File: src/sv/fsc_pkg.sv
package fsc_pkg;

   localparam int CACHE_ENTRIES = 256;
   localparam int IDX_W         = (CACHE_ENTRIES > 1) ? $clog2(CACHE_ENTRIES) : 1;
   localparam int CNT_W         = $clog2(CACHE_ENTRIES + 1);
   localparam int WORD_W        = 32;
   localparam int NUM_WORDS     = 6;
   localparam int KEY_W         = 64;
   localparam int FRAME_W       = 31;
   localparam int SLOT_W        = 8;
   localparam int COUNT_W       = 32;

   localparam logic [KEY_W-1:0] HASH_BASIS = 64'hCBF2_9CE4_8422_2325;

   typedef logic [NUM_WORDS-1:0][WORD_W-1:0] word_vec_type;

   typedef enum logic [1:0] {
      ST_IDLE,
      ST_HASH,
      ST_SCAN,
      ST_FINISH
   } state_type;

   typedef struct packed {
      logic               en;
      logic [IDX_W-1:0]   addr;
      logic [KEY_W-1:0]   key;
      logic [FRAME_W-1:0] stamp;
   } mem_wr_type;

   function automatic logic [SLOT_W-1:0] slot_of(input logic [IDX_W-1:0] idx);
      logic [SLOT_W+IDX_W-1:0] wide;
      wide = {{SLOT_W{1'b0}}, idx};
      return wide[SLOT_W-1:0];
   endfunction

   function automatic logic [COUNT_W-1:0] sat_inc(input logic [COUNT_W-1:0] v);
      return (v == {COUNT_W{1'b1}}) ? v : v + COUNT_W'(1);
   endfunction

endpackage

File: src/sv/fsc_hash.sv
module fsc_hash
   import fsc_pkg::*;
(
   input  logic             clock,
   input  logic             reset,
   input  logic             start,
   input  word_vec_type     words,
   output logic             done,
   output logic [KEY_W-1:0] key
);

   logic             busy_ff, busy_in;
   logic [2:0]       step_ff, step_in;
   logic             done_ff, done_in;
   logic [KEY_W-1:0] key_ff, key_in;
   logic [KEY_W-1:0] mixed;
   logic [KEY_W-1:0] product;
   logic             last_step;

   assign last_step = (step_ff == 3'(NUM_WORDS - 1));

   // prime is 2^40 + 0x1B3, so the product is a handful of shifted adds
   always_comb begin
      mixed   = key_ff ^ {{(KEY_W-WORD_W){1'b0}}, words[step_ff]};
      product = (mixed << 40) + (mixed << 8) + (mixed << 7) + (mixed << 5)
              + (mixed << 4) + (mixed << 1) + mixed;
   end

   always_comb begin
      busy_in = busy_ff;
      step_in = step_ff;
      key_in  = key_ff;
      done_in = 1'b0;
      if (start) begin
         busy_in = 1'b1;
         step_in = '0;
         key_in  = HASH_BASIS;
      end else if (busy_ff) begin
         key_in  = product;
         step_in = step_ff + 3'(1);
         if (last_step) begin
            busy_in = 1'b0;
            done_in = 1'b1;
         end
      end
   end

   always_ff @(posedge clock) begin
      if (reset) begin
         busy_ff <= 1'b0;
         step_ff <= '0;
         done_ff <= 1'b0;
      end else begin
         busy_ff <= busy_in;
         step_ff <= step_in;
         done_ff <= done_in;
      end
      key_ff <= key_in;
   end

   assign done = done_ff;
   assign key  = key_ff;

endmodule

File: config.mk
export PLATFORM = sky130hd
export DESIGN_NAME = fsc_hash
export DESIGN_NICKNAME = d
export VERILOG_FILES = /design/src/sv/fsc_pkg.sv /design/src/sv/fsc_hash.sv
export SDC_FILE = /design/constraint.sdc
export NUM_CORES = 1
export LEC_CHECK = 0
export ABC_AREA = 1
export BUFFER_PORTS_ARGS = -buffer_cell sky130_fd_sc_hd__buf_2
export CAP_MARGIN = 15
export CORE_MARGIN = 1.5
export CORE_UTILIZATION = 40
export CTS_BUF_LIST = sky130_fd_sc_hd__clkbuf_16
export DETAILED_ROUTE_END_ITERATION = 12
export GPL_TIMING_DRIVEN = 1
export PLACE_DENSITY = 0.6
export SLEW_MARGIN = 20
export SYNTH_ARGS = -nofsm -noshare
export SYNTH_HDL_FRONTEND = slang
export SYNTH_SLANG_ARGS = --single-unit
File: constraint.sdc
create_clock -name clock -period 5.5 [get_ports clock]
set_clock_uncertainty 0.1 [all_clocks]
set_input_delay 1.1 -clock clock [delete_from_list [all_inputs] [get_ports clock]]
set_output_delay 1.1 -clock clock [all_outputs]
set_load 0.02 [all_outputs]
Word-level counts from Yosys, hierarchy flattened. Cells that the tools add are included. Widths: inputs -> output; s select.

Register bits after elaboration: 69. Bits of input ports: 195. Output and inout port bits: 65. Word-level logic and storage cells: 23.

Add/sub/neg operators: 7. $lt $le $gt $ge: 1. Equal/unequal tests: 1. Multiplexer cells: 6. Bitwise operators: 2. Reductions and logical operators: 2.

Operators with widths (count): $add 64x64->64 (6); $bmux 32 s3 (1); $xor 64x32->64 (1); $mux 32 (1); $lt 3x4->1 const B (1); $mux 1 (4); $add 3x1->3 const B (1); $eq 3x3->1 const B (1); $reduce_or 3->1 (1); $reduce_or 2->1 (1); $not 1->1 (1).

Longest topological paths before layout. Gate-level depths: netlist of the first run.

Depth in word-level cells: 9. Depth in mapped cells: 36. Gate-level depth less buffers: 33.

Least setup slack after synthesis of the first run. No wires, ideal clock.

Kind: input to register. From: in words[92] (netlist bit). To: reg key_ff[58], in the netlist key[58]. Arrival time: 5.263 ns. Required time: 5.291 ns. Slack: 0.028 ns. Stages on the path: 22. Cell sequence: o21ai_0 > o22ai_1 > nand2_1 > o21ai_0 > xor2_1 > inv_1 > fa_1 > fa_1 > fa_1 > ha_1 > ha_1 > nand2_1 > nor2_1 > inv_1 > nor3_1 > nand2_1 > nor2_1 > nand2_1 > nand4_1 > nand3_1 > nand2_1 > inv_1.

Longest elaborated chain between the ends: 9.

RTL lines: from (decl) (line fsc_hash.sv:7) `input word_vec_type words,`; $bmux 32 s3 * (line fsc_hash.sv:24) `mixed = key_ff ^ {{(KEY_W-WORD_W){1'b0}}, words[step_ff]};`; $mux 32 (implied by the code) * (line fsc_hash.sv:24); $xor 64x32->64 * (line fsc_hash.sv:24); $add 64x64->64 (3 in series) (line fsc_hash.sv:25) `product = (mixed << 40) + (mixed << 8) + (mixed << 7) + (mixed << 5)`; $add 64x64->64 (2 in series) (line fsc_hash.sv:26) `+ (mixed << 4) + (mixed << 1) + mixed;`; $add 64x64->64 * (line fsc_hash.sv:26); to (signal assigned) (line fsc_hash.sv:58) `key_ff <= key_in;`; to (decl) (line fsc_hash.sv:15) `logic [KEY_W-1:0] key_ff, key_in;`.

Mark *: on every way between the ends. The rest lies on a longest branch, timed or not. The select of a mux whose other input is x is not followed. A chain may end at the register's enable or synchronous reset.

Worst setup path after layout of the first run.
From: in words[86] (netlist bit). To: reg key_ff[44], in the netlist key[44].

Same word-level chain as after synthesis.

==> results of run 1 <==
==> registers in the layout, indices dropped and copies added, names as in the netlist <==
| register | flops |
|---|---|
| key | 64 |
| done | 1 |
| busy_ff | 1 |
| step_ff | 3 |
==> per-layer routing <==
layer | vias up | GRT usage, %
met3 | 82 | 6.49
met2 | 525 | 49.7
li1 | 8615 | -
met1 | 8494 | 44.3
met5 | - | 0.890
met4 | 2 | 10.5
==> worst max-delay path, stage by stage <==
cell and delay, ns:
buf_2 0.10, nor2_1 0.08, nor2_1 0.04, o21ai_1 0.10
o21ai_1 0.11, nand2_1 0.11, nand2_4 0.12, xor2_4 0.22
fa_1 0.51, inv_1 0.06, fa_1 0.55, fa_1 0.41
ha_1 0.33, ha_4 0.31, nand2_2 0.09, nor2_2 0.19
buf_4 0.14, nand2_1 0.08, nor2_1 0.11, nand2_1 0.10
nand3_4 0.17, buf_4 0.14, nand3_1 0.07, nand2_2 0.10
nand2_1 0.05, nand2_1 0.05, o21ai_0 0.08
==> layout by cell type (no fill, tap or decap), drive strengths merged, types with 2 or more instances in the layout <==
cell type,instances
inv,491
clkbuf,10
ha,125
o21bai,18
buf,576
or2,4
nand3,92
nor4,3
fa,206
a21o,17
o22ai,8
a21oi,115
nor3,12
nand3b,2
xor2,113
o21a,24
dfxtp,69
diode,2
nor2,235
nand4,23
xnor2,19
nand2,617
o21ai,203
==> cell families after synthesis <==
logic type | after synthesis | synth area share (%)
XOR/XNOR | 132 | 8.06
adder cells (fa/ha/maj) | 331 | 33.7
buffers and inverters | 573 | 13.8
flip-flops | 69 | 8.19
AO/OA/AOI/OAI | 389 | 12.6
AND/OR/NAND/NOR | 991 | 23.7
==> final timing paths <==
check                               end  cells after the start
worst max-delay path            key[44]                     27
worst max register to register  key[44]                     26
worst min-delay path             key[2]                      2
worst min register to register   key[2]                      2
==> Yosys cell counts, drive strengths merged <==
| cell type | count | area (um^2) |
|---|---|---|
| o211ai | 1 | 7.51 |
| nor2 | 235 | 885 |
| clkbuf | 22 | 82.6 |
| fa | 206 | 4120 |
| and3 | 1 | 6.26 |
| o21bai | 18 | 135 |
| a31oi | 1 | 6.26 |
| a211oi | 1 | 7.51 |
| nand3 | 92 | 460 |
| dfxtp | 69 | 1380 |
| o22ai | 8 | 50.1 |
| nand3b | 2 | 15.0 |
| nor4 | 3 | 18.8 |
| or2 | 4 | 25.0 |
| a21o | 17 | 128 |
| nor3 | 12 | 60.1 |
| o21a | 24 | 180 |
| nand4 | 23 | 144 |
| xor2 | 113 | 1160 |
| a21oi | 115 | 576 |
| nor3b | 1 | 7.51 |
| o21ai | 203 | 1020 |
| nand2 | 617 | 2360 |
| ha | 125 | 1560 |
| o31ai | 1 | 7.51 |
| buf | 64 | 418 |
| xnor2 | 19 | 196 |
| and2 | 1 | 6.26 |
| inv | 487 | 1830 |
==> metrics by stage <==
stage                     cells  TNS, ns
after global placement     3502   -31.31
after CTS                  3521  -0.0340
after detailed placement   3502   -32.18
after global routing       3533   -0.196
final                      3534        0
after floorplan            2485        0
==> cell type report <==
| class | count | area, um^2 |
|---|---|---|
| diodes | 2 | 5.00 |
| clock buffers | 9 | 225 |
| clock inverters | 7 | 81.3 |
| fillers | 4172 | 19200 |
| inverters | 487 | 1840 |
| multi-input cells | 1843 | 14500 |
| flip-flops and latches | 69 | 1390 |
| well taps | 539 | 674 |
| repair buffers | 578 | 3810 |
==> timing repair <==
action / CTS / global route
pin swaps: 3 / 29
cloned: 1 / 1
gates resized for setup: 42 / 243
setup endpoints to repair: 44 / 50
setup buffers: 2 / 10
==> reports/qor.csv, run 1 <==
metric,value,unit
wire_per_inst,19.3,um
syn_to_final_growth,33.6,%
postCtsHoldBufs,0,
first_global_vias,18000,
route.met3.wl,4.41,mm
hold_violations,0,
fp.dieW,208,um
antenna_found_initial,1,
wl_met2,30.2,mm
holdCritPathClass,reg2reg,
status,"finished, final reports clean",
hpwl,57.9,mm
first_iter_violations,1352,
cp.required,5.67,ns
clk_latency,0.40,ns
max-slew-margin-rel,40.9,%
fin_area,22500,um^2
final_nets,3514,
globalplace.congestion,1.04,
worst_slack,0.148,ns
clk_pin_slew,0.06,ns
cp-end-kind,register,
reg2reg_slack,0.20,ns
cts_buffer_depth,2,
cts_buffers,9,
setup_viol,0,
rows,75,
drive_gt1_share,28.0,%
grt_use_total,32.0,%
yosysSeqAreaShare,8.19,%
initial_utilization,40.4,%
h-tree-depth,3,
overflow,0,
synth-seq-cells,69,
min_from,key[2],
drt-met1-wl,31.3,mm
num_vias,17700,
grt_pass1_wl,104,mm
netlist-cell-type-count,39,
yosysWarnings,0,
start_kind,input port,
syn_nets,3011,
die-height,208,um
post-route-drc-count,0,
synth_area,16900,um^2
arrival,5.52,ns
reg2reg_from,step_ff[1],
vias_per_cell,5.01,
grt_setup_unrepaired,yes,
crit_fanout,4,
max_freq,187,MHz
tritoncts,yes,
dieArea,43400,um^2
hold_slack,0.460,ns
worst_pin_slew,0.886,ns
avgSynthCellArea,6.79,um^2
core_area,41800,um^2
postRouteAntennaNets,0,
wirelength,68.3,mm
slew_viol_final,0,
finalCritPeriodShare,97.3,%
syn_inst,2485,
dpl_cell_area,20700,um^2
place.port_buffers,259,
clock_sinks,69,
drv_cap,0,
critPathKind,in2reg,
first_pass_iters,6,
ctsRootBufferMaster,clkbuf_16,
io_pins,260,
crit_start,words[86],
fin_util,53.9,%
highest_layer,met5,
min_period,5.35,ns
pre_cts_ws,-0.941,ns
grt_max_degree,60,
Power of run 1 is not shown: default switching activity piles up to over one toggle a cycle in this logic, so the estimate is an artifact.
==> run 2: changes to the inputs <==
ABC_AREA = default   (was 1)
PLACE_DENSITY = 0.61   (was 0.6)
==> reports/qor.csv, run 2 <==
metric,value,unit,change
setup_viol,43,,+43
cts_buffers,9,,unchanged
reg2reg_from,step_ff[0],,
layout_commonest_cell,buf_4,,
worst_slack,-0.793,ns,-0.941 ns
overflow,0,,unchanged
synth.mux.area_fraction,9.12,%,+9.1 points
wl_met2,24.2,mm,-20%
synth_area,14500,um^2,-14%
final_nets,2560,,-27%
yosysSeqAreaShare,9.54,%,+1.3 points
syn_inst,1536,,-38%
arrival,6.44,ns,+0.92 ns
dieArea,37400,um^2,-14%
ctsRootBufferMaster,clkbuf_16,,
grt_setup_unrepaired,yes,,
holdCritPathClass,reg2reg,,
route.met3.wl,1.94,mm,-56%
rows,69,,-8.0%
avgSynthCellArea,9.43,um^2,+39%
synth-seq-cells,69,,unchanged
cp-end-kind,register,,
timing.rr.end,key[60],,
drv_cap,0,,unchanged
highest_layer,met4,,
tritoncts,yes,,
first_pass_iters,5,,-1
syn_nets,2062,,-32%
drive_gt1_share,45.9,%,+18 points
cp.required,5.65,ns,-0.02 ns
synth-main-ff-cell,dfxtp_1,,
vias_per_cell,5.23,,+4.3%
io_pins,260,,unchanged
worst_pin_slew,0.942,ns,+0.0558 ns
ys_async_sr_fraction,0,%,unchanged
synthSimpleGateAreaFrac,7.92,%,-16 points
clk_latency,0.36,ns,-0.04 ns
wire_per_inst,18.9,um,-2.0%
post-route-drc-count,0,,unchanged
crit_fanout,3,,-1
slew_viol_final,0,,unchanged
synth_top_family_by_area,adder cells,,
clk_pin_slew,0.07,ns,about the same
pre_cts_ws,-1.46,ns,-0.522 ns
hold_violations,0,,unchanged
seq_area,1390,um^2,-0.18%
synth_top_area_share,28.5,%,+4.0 points
violations,setup timing,,
n_antenna_cell,0,,-2
yosysWarnings,0,,unchanged
antenna_found_initial,0,,-1
syn_to_final_growth,48.0,%,
globalplace.congestion,0.945,,-9.4%
wirelength,47.4,mm,-31%
min_from,key[28],,
multi_input_area,14300,um^2,-1.5%
cts_buffer_depth,2,,unchanged
hpwl,38.2,mm,-34%
netlist-cell-type-count,65,,+67%
synth_edf_count,0,,unchanged
critPathKind,in2reg,,
synth_top_area_cell,fa_1,,
status,"finished, violations left",,
hold_depth,2,,unchanged
finalCritPeriodShare,114,%,+17 points
initial_utilization,40.7,%,+0.34 points
grt_use_total,25.1,%,-6.9 points
h-tree-depth,3,,unchanged
max_freq,159,MHz,-15%
synth_compound_area_share,13.5,%,+0.94 points
hold-path-endpoint,key[28],,
num_vias,13100,,-26%
fp.dieW,193,um,-7.2%
min_period,6.29,ns,+0.941 ns
synth.top_cells.by_count,"inv_1, fa_1, ha_1",,
grt_pass1_wl,73.5,mm,-29%
max-slew-margin-rel,37.2,%,-3.7 points
final_cell_mix,"buf_4, buf_2, inv_1, fa_1, nor2_1",,
reg2reg_slack,-0.65,ns,-0.85 ns
fill_cells,2982,,-29%
postCtsHoldBufs,0,,unchanged
synth_fa_ha_area_share,40.3,%,+6.6 points
start_kind,input port,,
drt-met1-wl,19.8,mm,-37%
largest_reg_flops,64,,unchanged
yosysMostFrequentCell,inv_1,,
synthXorXnorAreaFrac,10.8,%,+2.7 points
reg2regPathDepth,21,,-19%
grt_max_degree,60,,unchanged
die-height,193,um,-7.2%
first_global_vias,13800,,-23%
clock_sinks,69,,unchanged
core_area,35600,um^2,-15%
hold_slack,0.475,ns,+0.0148 ns
first_iter_violations,572,,-58%
synthTopCellsByArea,"fa_1, ha_1, dfxtp_1",,
place.port_buffers,259,,unchanged
postRouteAntennaNets,0,,unchanged
run 2: logic make-up (layout without fill, tap and decap cells):
kind of cell	after synthesis	after routing
simple gates	252	252
mux	92	92
xor+xnor	178	178
flops	69	69
fa+ha+maj	346	346
buf+inv	304	807
compound gates	295	295
run 2: metrics by stage:
step | cells | utilization, % | TNS [ns] | cell area [um^2]
2_1_floorplan | 1536 | - | -20.51 | 15200
3_3_place_gp | 2442 | 52.5 | -45.90 | 18700
3_5_place_dp | 2442 | 52.5 | -47.61 | 18700
4_1_cts | 2482 | 57.1 | -19.10 | 20300
5_1_grt | 2500 | 60.3 | -28.52 | 21400
6_report | 2500 | 60.3 | -21.48 | 21400
run 2: worst max path at each step:
stage	from	endpoint	slack, ns
floorplan	words[104]	key[60]	-1.0
global placement	words[108]	key[62]	-1.36
detailed placement	words[107]	key[62]	-1.46
CTS	words[69]	key[60]	-0.72
global route	words[81]	key[60]	-0.97
finish	words[113]	key[60]	-0.79
run 2: final cells by class:
| class | count | share of cell area, % |
|---|---|---|
| flip-flops and latches | 69 | 6.47 |
| clock buffers | 9 | 1.05 |
| multi-input cells | 1163 | 66.6 |
| repair buffers | 575 | 19.1 |
| clock inverters | 7 | 0.344 |
| well taps | 461 | 2.69 |
| inverters | 216 | 3.81 |
run 2: timing repair:
item | CTS | global route
resized for setup | 194 | 171
buffers inserted | 28 | 27
pin swaps | 123 | 114
endpoints found under the setup margin | 48 | 50
run 2: layer usage:
metal,vias up,global-route usage [%]
met3,79,3.05
met5,-,0
met4,0,6.49
met1,6512,32.5
li1,6096,-
met2,380,44.2
run 2: critical path, cell delays in order:
cell,delay (ns)
buf_2,0.09
mux4_2,0.49
a21oi_4,0.28
buf_6,0.14
xnor2_2,0.12
ha_4,0.24
xor2_2,0.18
fa_1,0.56
fa_1,0.47
ha_4,0.30
ha_4,0.19
a21o_1,0.22
a311oi_4,0.35
o21ai_2,0.12
a221oi_2,0.38
a21boi_2,0.12
a211oi_2,0.29
o31a_1,0.20
o31a_1,0.17
nor3_1,0.06
or3b_1,0.35
Power of run 2 is left out for the same reason.
